===== src/rtl/core/assert_macros.svh =====
// Assertion macros shared by the class score accumulator RTL.
`ifndef ASSERT_MACROS_SVH
`define ASSERT_MACROS_SVH

// Consequent must hold in the same cycle as the antecedent.
`define CSA_ASSERT_NOW(lbl, ante, cons, msg) \
  lbl: assert property (@(posedge clk_i) disable iff (!rst_ni) (ante) |-> (cons)) \
    else $error(msg);

// Consequent must hold in the cycle after the antecedent.
`define CSA_ASSERT_NEXT(lbl, ante, cons, msg) \
  lbl: assert property (@(posedge clk_i) disable iff (!rst_ni) (ante) |=> (cons)) \
    else $error(msg);

`endif


===== src/rtl/core/csa_pkg.sv =====
// Package with constants, types and codes of the class score accumulator.
package csa_pkg;

  localparam int NUM_CLASSES = 256;
  localparam int FRAC_BITS   = 16;
  localparam int SCORE_W     = 32;
  localparam int CLASS_W     = 8;
  localparam int IDX_W       = $clog2(NUM_CLASSES);
  // The total of all scores but class 0.
  localparam int TOT_W       = SCORE_W + IDX_W;
  // A normalized score never exceeds one, so the quotient needs FRAC_BITS + 1 bits.
  localparam int QUO_W       = FRAC_BITS + 1;
  localparam int CNT_W       = $clog2(QUO_W + 1);
  // Dividend is (score << FRAC_BITS) + total / 2.
  localparam int NUM_W       = (((SCORE_W + FRAC_BITS) > (TOT_W - 1)) ?
                                (SCORE_W + FRAC_BITS) : (TOT_W - 1)) + 1;
  localparam int PROD_W      = 2 * SCORE_W;

  localparam logic [SCORE_W-1:0] SCORE_ONE = SCORE_W'(1) << FRAC_BITS;
  localparam logic [SCORE_W-1:0] SCORE_MAX = '1;
  localparam logic [QUO_W-1:0]   QUO_MAX   = QUO_W'(1) << FRAC_BITS;
  localparam logic [PROD_W-1:0]  RND_HALF  = PROD_W'(1) << (FRAC_BITS - 1);
  localparam logic [IDX_W-1:0]   LAST_IDX  = IDX_W'(NUM_CLASSES - 1);

  typedef logic [IDX_W-1:0]   idx_t;
  typedef logic [SCORE_W-1:0] score_t;

  typedef enum logic [2:0] {
    ACT_VOTE   = 3'd0,
    ACT_INSERT = 3'd1,
    ACT_ADD    = 3'd2,
    ACT_MUL    = 3'd3,
    ACT_NORM   = 3'd4,
    ACT_QUERY  = 3'd5,
    ACT_CLEAR  = 3'd6
  } csa_action_e;

  typedef enum logic [1:0] {
    ST_OK       = 2'd0,
    ST_ZERO_SUM = 2'd1,
    ST_SAT      = 2'd2
  } csa_status_e;

  typedef enum logic [3:0] {
    S_IDLE,
    S_RMW_RD,
    S_RMW_EXEC,
    S_MUL_RND,
    S_SUM_RD,
    S_SUM_ACC,
    S_SUM_CHK,
    S_NRM_RD,
    S_NRM_CHK,
    S_NRM_DIV,
    S_Q_RD,
    S_Q_CMP,
    S_OUT
  } csa_state_e;

  typedef struct packed {
    logic [2:0]         action;
    logic [CLASS_W-1:0] class_id;
    logic [SCORE_W-1:0] value;
  } csa_in_t;

  typedef struct packed {
    logic [CLASS_W-1:0] max_class;
    logic [1:0]         status;
  } csa_out_t;

  typedef struct packed {
    logic   we;
    idx_t   waddr;
    score_t wdata;
    idx_t   raddr;
  } ram_req_t;

  typedef struct packed {
    logic              start;
    logic [NUM_W-1:0]  dividend;
    logic [TOT_W-1:0]  divisor;
  } div_req_t;

  typedef struct packed {
    logic             done;
    logic [QUO_W-1:0] quotient;
  } div_rsp_t;

endpackage


===== src/rtl/core/csa_div.sv =====
// Restoring divider that produces one quotient bit per cycle.
module csa_div (
  input  logic              clk_i,
  input  logic              rst_ni,
  input  csa_pkg::div_req_t req_i,
  output csa_pkg::div_rsp_t rsp_o
);

  logic                      busy_q, busy_d;
  logic [csa_pkg::CNT_W-1:0] cnt_q, cnt_d;
  logic [csa_pkg::TOT_W-1:0] rem_q, rem_d;
  logic [csa_pkg::TOT_W-1:0] den_q, den_d;
  logic [csa_pkg::QUO_W-1:0] quo_q, quo_d;
  logic [csa_pkg::TOT_W:0]   part_rem;
  logic [csa_pkg::TOT_W:0]   diff;
  logic                      fits;

  // One compare and subtract step; dividend bits leave quo_q at the top
  // while quotient bits enter at the bottom.
  assign part_rem = {rem_q, quo_q[csa_pkg::QUO_W-1]};
  assign diff     = part_rem - {1'b0, den_q};
  assign fits     = part_rem >= {1'b0, den_q};

  always_comb begin
    busy_d = busy_q;
    cnt_d  = cnt_q;
    rem_d  = rem_q;
    den_d  = den_q;
    quo_d  = quo_q;
    if (req_i.start) begin
      // The upper dividend part is below the divisor, so only the low bits iterate.
      busy_d = 1'b1;
      cnt_d  = csa_pkg::CNT_W'(csa_pkg::QUO_W);
      rem_d  = csa_pkg::TOT_W'(req_i.dividend >> csa_pkg::QUO_W);
      quo_d  = req_i.dividend[csa_pkg::QUO_W-1:0];
      den_d  = req_i.divisor;
    end else if (busy_q && (cnt_q != '0)) begin
      cnt_d = cnt_q - csa_pkg::CNT_W'(1);
      rem_d = fits ? diff[csa_pkg::TOT_W-1:0] : part_rem[csa_pkg::TOT_W-1:0];
      quo_d = {quo_q[csa_pkg::QUO_W-2:0], fits};
    end else if (busy_q) begin
      busy_d = 1'b0;
    end
  end

  always_ff @(posedge clk_i or negedge rst_ni) begin
    if (!rst_ni) begin
      busy_q <= 1'b0;
      cnt_q  <= '0;
    end else begin
      busy_q <= busy_d;
      cnt_q  <= cnt_d;
    end
  end

  always_ff @(posedge clk_i) begin
    rem_q <= rem_d;
    den_q <= den_d;
    quo_q <= quo_d;
  end

  assign rsp_o.done     = busy_q && (cnt_q == '0);
  assign rsp_o.quotient = quo_q;

endmodule


===== config.mk =====
export PLATFORM = sky130hd
export DESIGN_NAME = csa_div
export DESIGN_NICKNAME = d
export VERILOG_FILES = /design/src/rtl/core/assert_macros.svh /design/src/rtl/core/csa_pkg.sv /design/src/rtl/core/csa_div.sv
export SDC_FILE = /design/constraint.sdc
export NUM_CORES = 1
export LEC_CHECK = 0
export ABC_AREA = 1
export BUFFER_PORTS_ARGS = -buffer_cell sky130_fd_sc_hd__clkbuf_2
export CORE_MARGIN = 5
export CORE_UTILIZATION = 35
export CTS_BUF_LIST = sky130_fd_sc_hd__clkbuf_8
export DETAILED_ROUTE_END_ITERATION = 16
export PLACE_DENSITY = 0.62
export SLEW_MARGIN = 20
export SYNTH_ARGS = -nofsm -noshare
export SYNTH_HDL_FRONTEND = slang
export SYNTH_SLANG_ARGS = --single-unit

===== constraint.sdc =====
create_clock -name clk_i -period 3.31 [get_ports clk_i]
set_clock_uncertainty 0.2 [all_clocks]
set_input_delay 0.331 -clock clk_i [delete_from_list [all_inputs] [get_ports clk_i]]
set_output_delay 0.331 -clock clk_i [all_outputs]
set_load 0.02 [all_outputs]

==> results of run 1 <==
## layer usage
metal | share of wire, % | global-route usage [%] | vias up
li1 | - | - | 3891
met1 | 48 | 25.1 | 3303
met2 | 45 | 30.9 | 167
met3 | 4.9 | 3.48 | 32
met4 | 2.4 | 5.59 | 0
met5 | 0 | 0 | -
## path summary, 6_finish.rpt
path                                 from        end  slack [ns]  depth (start not counted)
max in group asynchronous          rst_ni   cnt_q[4]        2.69                          2
worst min-delay path            req_i[75]  rem_q[18]        0.02                          3
worst min register to register  rem_q[34]  rem_q[34]        0.28                          2
worst max-delay path            rem_q[23]  rem_q[17]        0.24                         11
worst max register to register  rem_q[23]  rem_q[17]        0.24                         11
min in group asynchronous          rst_ni     busy_q        0.06                          2
## cell families (layout without fill, tap and decap cells)
family	Yosys count	after routing	share of synthesized area (%)
AOI/OAI and AO/OA	50	50	3.52
buffers and inverters	234	428	11.9
and+or+nand+nor	686	686	37.2
DFF	103	103	38.0
adders and majority gates	43	43	6.94
xor gates and xnor gates	22	22	2.45
## critical path: cells and delay by family (launching register included)
kind / cells / cell delay, ns
flops: 1 / 0.40
buf+inv: 2 / 0.47
simple gates: 6 / 0.86
compound gates: 2 / 0.51
fa+ha+maj: 1 / 0.37
## final cells by class
cell class	count	area, µm²	area share (%)
Clock inverter	6	76.3	0.782
Tap cell	280	350	3.59
Inverter	210	788	8.07
Timing Repair Buffer	202	1490	15.3
Sequential cell	103	2980	30.6
Multi-Input combinational cell	801	3940	40.3
Clock buffer	10	138	1.41
## metrics by stage
| step | hold slack [ns] | util, % | area (µm²) | power, µW |
|---|---|---|---|---|
| floorplan | -0.165 | - | 7860 | 5440 |
| global placement | -0.0279 | 39.7 | 8730 | 6740 |
| detailed placement | -0.0283 | 39.7 | 8730 | 6740 |
| CTS | 0.00282 | 44.5 | 9760 | 7730 |
| global route | 0.0143 | 44.5 | 9760 | 8440 |
| finish | 0.0168 | 44.5 | 9760 | 7710 |
## cell usage after synthesis (all sizes together)
cell and count:
a21boi 2, a21o 2, a21oi 28, a31oi 1, and2 3, buf 15
clkbuf 9, clkinv 7, dfrtp 6, dfxtp 8, edfxtp 89, fa 1
ha 42, inv 203, nand2 477, nand3 82, nand3b 37, nand4 4
nor2 78, nor3 3, o21a 1, o21ai 12, o21bai 2, o22ai 1
o31ai 1, or2 2, xnor2 21, xor2 1
## cell usage in the layout (no fill, tap or decap), drive strengths merged, types with 4 or more instances in the layout
cell and count:
nand2 477, inv 205, clkbuf 118, edfxtp 89
dlygate4sd3 82, nand3 82, nor2 78, ha 42
nand3b 37, a21oi 28, xnor2 21, o21ai 12
buf 12, dfxtp 8, clkinv 8, dfrtp 6
nand4 4
## power breakdown
part	switching, µW	internal (µW)	leakage [µW]
combinational	3010	1720	0.00405
clock	500	382	0.000103
sequential	225	1870	0.00106
total	3740	3980	0.00521
## state kept, by name (all words and copies together), names as in the netlist
| register | count |
|---|---|
| busy_q | 1 |
| den_q | 40 |
| quo_q | 17 |
| rem_q | 40 |
| cnt_q | 5 |
==> results.tsv, run 1 <==
metric	value	unit
pwr/cell area	790	mW/mm²
worst-margin pin slew	0.799	ns
PortBufs	109	
# rows	54	
Post-Route WL	23900	µm
CTS tree	built	
Hold Vio Cnt, Final	0	
Vias per Instance	4.59	
fin cells	1612	
GRT overflow	0	
DP Cell Count	1514	
Final min period	3.07	ns
HPWL after DPL	18600	µm
Slowest cell on crit path	buf_4	
Clock Tree Root	clkbuf_8	
CTS Buffer Depth	2	
synth top area cells	edfxtp_1 34%, nand2_1 23%, inv_1 9.7%, ha_1 6.7%, nand3_1 4.7%	
Antenna Cells	0	
worst skew pair latency	0.41	ns
vias in the first global route	7383	
final period utilization	92.7	%
Crit Path Max Fanout	28	
Setup-failing EPs final	0	
largest net degree at the start of global routing	74	
H-tree Lvls	3	
Avg Cell Area, Syn	6.90	µm²
Syn Nets	1273	
maximum capacitance violations	0	
Die W	160	µm
antenna violations before repair	0	
post-synth top area share	34.0	%
Core Area	0.0220	mm²
Starting Density	35.8	%
Leak	0.00521	µW
slack of the critical path	0.242	ns
post-synthesis cell count	1138	
drt drc	0	
WP data required	3.28	ns
global-route wire length before repair	38500	µm
Die H	160	µm
post-synthesis register bit count	103	
Critical Path AT	3.04	ns
clock buffer count from CTS	9	
Die ar.	0.0255	mm²
Slew HR	46.5	%
Setup crit start kind	flop	
Place WS	0.242	ns
VDD IR max	0.401	mV
DR WL/cell	14.8	µm
DR vias	7393	
Post-Syn Area	0.00786	mm²
router iterations before antenna repair	5	
drt first-iter violations	377	
CTS sink cnt	103	
Crit path largest cell delay	0.42	ns
register area share after synthesis	38.0	%
Net count, final	1462	
Fillers	2231	
setup_tns	0	ns
GRT Overall Usage	18.7	%
max frequency	326	MHz
hold buffer count at CTS	82	
count of different cell masters after synthesis	36	
Hold WC Path Type	input pin to flop	
Routed Antenna Nets	0	
Worst-path clk slew	0.11	ns
cts repair resizes	0	
Crit Path Class	flop to flop	
post-CTS setup buffer count	0	
yosys warns	0	
io pins	110	
share of cells above drive strength 1	11.9	%
pins over their slew limit	0	
status	finished, final reports clean	
routability cong.	1.02	
P&R area growth vs syn	24.3	%
unrepaired setup endpoints after global routing	false	
leading area contributor after synthesis	edfxtp_1	
cell breakdown of the critical path	ha_1, nand2_2, inv_1, a21oi_1, a21boi_2, nand3_2, nand2_4, buf_4, nand3b_1, nand3_1, nand2_1	
CP Capture Type	flop	
No activity file was read; power rests on OpenSTA's default activity.
==> run 2: changes to the inputs <==
- CORE_ASPECT_RATIO: unset -> 0.5
==> run 2 against run 1 <==
Against the previous run: final cell count rose by 1.6%; register-to-register slack improved by 0.12 ns; via count rose by 2.2%; first-iteration DRC count rose by 46%; worst setup slack improved by 0.12 ns; clock power fell by 7.8%; power fell by 0.34%; critical endpoint is now rem_q[29]; largest cell class unchanged; highest routed layer unchanged.
==> results.tsv, run 2 (same netlist as run 1, synthesis figures left out) <==
metric	value	unit	change
status	finished, final reports clean		
Setup-failing EPs final	0		unchanged
drt first-iter violations	551		+46%
Slew HR	39.2	%	-7.4 points
Hold Vio Cnt, Final	0		unchanged
share of cells above drive strength 1	11.8	%	-0.053 points
H-tree Lvls	3		unchanged
CTS sink cnt	103		unchanged
Antenna Cells	0		unchanged
GRT overflow	0		unchanged
Vias per Instance	4.61		+0.61%
Die ar.	0.0257	mm²	+0.71%
setup_tns	0	ns	unchanged
Hold WC Path Type	input pin to flop		
Critical Path AT	2.96	ns	-0.08 ns
top flop regs	den_q (40), rem_q (40), quo_q (17)		
Worst Setup SP	rem_q[31]		
r2r endpoint	rem_q[29]		
commonest non-fill, non-tap cell in the layout	nand2_1		
worst skew pair latency	0.44	ns	+0.03 ns
Clock Tree Root	clkbuf_8		
routability cong.	0.971		-4.8%
final period utilization	89.2	%	-3.5 points
P&R area growth vs syn	24.9	%	
HPWL after DPL	19300	µm	+4.1%
unrepaired setup endpoints after global routing	false		
CTS tree	built		
pwr/cell area	783	mW/mm²	-0.83%
Starting Density	35.9	%	+0.14 points
Final min period	2.95	ns	-0.116 ns
GRT Overall Usage	19.7	%	+0.95 points
CP Capture Type	flop		
flop-to-flop setup slack	0.36	ns	+0.12 ns
Core Area	0.0219	mm²	-0.40%
drt drc	0		unchanged
Routed Antenna Nets	0		unchanged
Place WS	0.375	ns	+0.132 ns
end point of the critical path	rem_q[29]		
io pins	110		unchanged
pins over their slew limit	0		unchanged
DR WL/cell	15.3	µm	+3.0%
largest net degree at the start of global routing	54		-27%
worst-margin pin slew	0.909	ns	+0.110 ns
vias in the first global route	7231		-2.1%
slack of the critical path	0.358	ns	+0.116 ns
# rows	38		-30%
antenna violations before repair	0		unchanged
Post-Route WL	25000	µm	+4.6%
Setup crit start kind	flop		
Net count, final	1468		+0.41%
global-route wire length before repair	39400	µm	+2.4%
Die W	222	µm	+39%
Register-to-Register Path Depth	10		-1
router iterations before antenna repair	5		unchanged
Crit Path Max Fanout	41		+46%
maximum capacitance violations	0		unchanged
VDD IR max	0.348	mV	-13%
DR vias	7558		+2.2%
most frequent cells in the layout	473 x nand2_1, 202 x inv_1, 108 x clkbuf_2		
PortBufs	109		unchanged
max frequency	339	MHz	+3.9%
clock buffer count from CTS	9		unchanged
Die H	116	µm	-27%
Worst R2R Start	rem_q[31]		
Fillers	2272		+1.8%
Leak	0.00523	µW	+0.32%
WP data required	3.32	ns	+0.04 ns
CTS Buffer Depth	2		unchanged
Crit Path Class	flop to flop		
Worst-path clk slew	0.12	ns	about the same
post-CTS setup buffer count	0		unchanged
[run 2: worst min-delay path by stage]
stage	startpoint	slack, ns	end	cells past startpoint
floorplan	rst_ni	-0.16	busy_q	0
global placement	rst_ni	-0.04	busy_q	1
detailed placement	rst_ni	-0.03	busy_q	1
CTS	req_i[74]	0.01	rem_q[17]	3
global route	req_i[74]	0.008	rem_q[17]	3
finish	req_i[74]	0.05	rem_q[17]	3
[run 2: timing repair]
item,in CTS,in global routing
hold buffers,88,0
endpoints found under the hold margin,92,0
setup endpoints to repair,0,0
gates resized for setup,0,0
[run 2: layout make-up]
cell class | count | area, µm² | area share [%]
timing repair buffer | 208 | 1540 | 15.7
clock inverter | 7 | 66.3 | 0.676
multi-input combinational | 801 | 3940 | 40.1
clock buffer | 9 | 124 | 1.26
sequential | 103 | 2980 | 30.4
tap | 300 | 375 | 3.83
inverter | 210 | 788 | 8.03
[run 2: per-stage QoR]
stage          hold WS, ns  power (µW)  area [µm²]  utilization [%]  instances
2_1_floorplan       -0.165        5440        7860                -       1138
3_3_place_gp       -0.0365        6730        8740             40.0       1534
3_5_place_dp       -0.0292        6740        8740             40.0       1534
4_1_cts            0.00996        7680        9810             44.9       1638
5_1_grt            0.00838        8380        9810             44.9       1638
6_report            0.0537        7690        9810             44.9       1638
[run 2: report_power, final]
part,switching [µW],internal [µW]
logic,3100,1690
registers,216,1870
clock network,524,289
total,3830,3850
[run 2: per-layer routing]
| metal | part of all wire, % | global-route usage (%) |
|---|---|---|
| met5 | 0 | 0 |
| met4 | 1.2 | 4.60 |
| met3 | 5.5 | 4.00 |
| met2 | 41 | 29.9 |
| met1 | 52 | 29.0 |
[run 2: worst max-delay path, cell delays in order (launching register included)]
cell	delay, ns
edfxtp_1	0.46
ha_1	0.39
a21oi_1	0.25
o21ai_0	0.20
inv_1	0.11
a21oi_1	0.10
nor2_4	0.14
buf_4	0.47
nand3b_1	0.17
nand3_1	0.12
nand2_1	0.05
==> run 3: changes to the inputs <==
- BUFFER_PORTS_ARGS: -buffer_cell sky130_fd_sc_hd__clkbuf_2 -> unset
- DONT_BUFFER_PORTS: unset -> 1
- PLACE_DENSITY: 0.62 -> 0.58
==> run 3 against run 2 <==
Against the previous run: critical endpoint is now rem_q[17]; die area unchanged; final cell count decreased by 6.1%; sequential share of layout area rose by 1.4 points; largest power group unchanged; sequential power up 3%; highest routed layer unchanged.
==> results.tsv, run 3 (same netlist as run 1, synthesis figures left out) <==
metric	value	unit	change
routability cong.	0.961		-1.1%
# rows	38		unchanged
max frequency	331	MHz	-2.2%
pwr/cell area	829	mW/mm²	+5.8%
DR WL/cell	16.2	µm	+6.4%
flop-to-flop setup slack	0.29	ns	-0.07 ns
antenna violations before repair	1		+1
total power	7770	µW	+1.1%
Routed Antenna Nets	0		unchanged
DR vias	7253		-4.0%
top flop regs	den_q (40), rem_q (40), quo_q (17)		
HPWL after DPL	19000	µm	-1.4%
CP Capture Type	flop		
Final Util	42.8	%	-2.0 points
commonest non-fill, non-tap cell in the layout	nand2_1		
Vias per Instance	4.72		+2.2%
drt drc	0		unchanged
CTS Buffer Depth	2		unchanged
most frequent cells in the layout	473 x nand2_1, 203 x inv_1, 92 x dlygate4sd3_1		
WP data required	3.32	ns	about the same
clock buffer count from CTS	9		unchanged
global-route wire length before repair	39300	µm	-0.40%
VDD IR max	0.327	mV	-6.0%
PortBufs	0		-100%
H-tree Lvls	3		unchanged
Slew HR	35.4	%	-3.7 points
Hold WC Path Type	input pin to flop		
P&R area growth vs syn	19.3	%	
post-CTS setup buffer count	0		unchanged
CTS tree	built		
Hold Vio Cnt, Final	0		unchanged
Setup crit start kind	flop		
Crit Path Class	flop to flop		
slack of the critical path	0.292	ns	-0.0661 ns
Die H	116	µm	unchanged
worst skew pair latency	0.45	ns	about the same
Core Area	0.0219	mm²	unchanged
Critical Path AT	3.03	ns	+0.07 ns
largest net degree at the start of global routing	90		+67%
unrepaired setup endpoints after global routing	false		
Clock Tree Root	clkbuf_8		
hold path depth	1		-2
GRT overflow	0		unchanged
Setup-failing EPs final	0		unchanged
pins over their slew limit	0		unchanged
setup_tns	0	ns	unchanged
CTS sink cnt	103		unchanged
Net count, final	1367		-6.9%
final period utilization	91.2	%	+2.0 points
Register-to-Register Path Depth	10		unchanged
maximum capacitance violations	0		unchanged
Place WS	0.361	ns	-0.0141 ns
Final min period	3.02	ns	+0.0661 ns
Crit Path Max Fanout	26		-37%
io pins	110		unchanged
worst-margin pin slew	0.965	ns	+0.0559 ns
r2r endpoint	rem_q[17]		
status	finished, final reports clean		
GRT Overall Usage	19.9	%	+0.27 points
Starting Density	35.9	%	unchanged
Leak	0.00482	µW	-7.7%
drt first-iter violations	451		-18%
Post-Route WL	25000	µm	about the same
Worst-path clk slew	0.11	ns	about the same
share of cells above drive strength 1	4.20	%	-7.6 points
HP Start	req_i[89]		
Worst Hold End	den_q[30]		
Fillers	2325		+2.3%
Worst R2R Start	rem_q[29]		
Die ar.	0.0257	mm²	unchanged
Die W	222	µm	unchanged
vias in the first global route	7082		-2.1%
router iterations before antenna repair	5		unchanged
==> run 3: changes by cell type in the layout (fill, tap and decap cells not counted) <==
| cell | previous run | this run |
|---|---|---|
| buf_16 | 0 | 1 |
| diode_2 | 0 | 1 |
| bufinv_16 | 0 | 1 |
| clkinv_2 | 1 | 0 |
| clkinv_8 | 1 | 0 |
| clkbuf_2 | 108 | 0 |
| buf_4 | 10 | 12 |
| inv_1 | 202 | 203 |
| inv_8 | 1 | 0 |
| dlygate4sd3_1 | 88 | 92 |
| clkbuf_8 | 9 | 10 |
==> run 3: cell type report <==
type,instances,area [µm²],area share [%]
Antenna cell,1,2.50,0.0267
Clock buffer,10,138,1.47
Clock inverter,6,67.6,0.721
Inverter,210,788,8.41
Multi-Input combinational cell,801,3940,42.0
Sequential cell,103,2980,31.8
Tap cell,300,375,4.01
Timing Repair Buffer,107,1080,11.5
==> run 3: how the worst max path moves through the flow <==
stage / startpoint / to / slack (ns) / depth (start not counted)
after floorplan: cnt_q[0] / quo_q[0] / 0.84 / 7
after global placement: rem_q[29] / rem_q[17] / 0.37 / 10
after detailed placement: quo_q[16] / rem_q[24] / 0.36 / 15
after CTS: rem_q[29] / rem_q[17] / 0.33 / 10
after global routing: quo_q[16] / rem_q[24] / 0.14 / 15
final: rem_q[29] / rem_q[17] / 0.29 / 10
==> run 3: stage by stage <==
step           cells  hold WS [ns]  instance area [µm²]
2_1_floorplan   1138        -0.165                 7860
3_3_place_gp    1428        -0.164                 8210
3_5_place_dp    1428        -0.164                 8210
4_1_cts         1537        0.0712                 9370
5_1_grt         1538         0.102                 9370
6_report        1538         0.104                 9370
==> run 3: worst max-delay path, cell delays in order, from the launching register on <==
cell and delay (ns):
edfxtp_1 0.40, ha_1 0.41, a21oi_1 0.38, o21ai_0 0.21, inv_1 0.12, a21oi_1 0.12
nor2_4 0.17, buf_4 0.37, nand3b_1 0.20, nand3_1 0.12, nand2_1 0.06
==> run 3: power by group <==
group	switching (µW)	total, µW	internal [µW]
logic	3050	4730	1680
clock network	498	871	373
registers	290	2160	1870
total	3840	7770	3930
==> run 3: repair_timing <==
| action | in CTS | in global routing |
|---|---|---|
| endpoints found under the setup margin | 0 | 0 |
| hold buffers | 93 | 0 |
| gates resized for setup | 0 | 0 |
| hold endpoints to repair | 136 | 0 |
==> run 3: per-layer routing <==
layer / share of wire, % / global-route usage (%) / up-vias / routed length (µm)
met5: 0 / 0 / - / 0
met4: 1.3 / 5.21 / 0 / 320
met3: 5.6 / 4.58 / 20 / 1390
met2: 42 / 31.1 / 174 / 10500
met1: 51 / 28.2 / 3348 / 12700
li1: - / - / 3711 / -
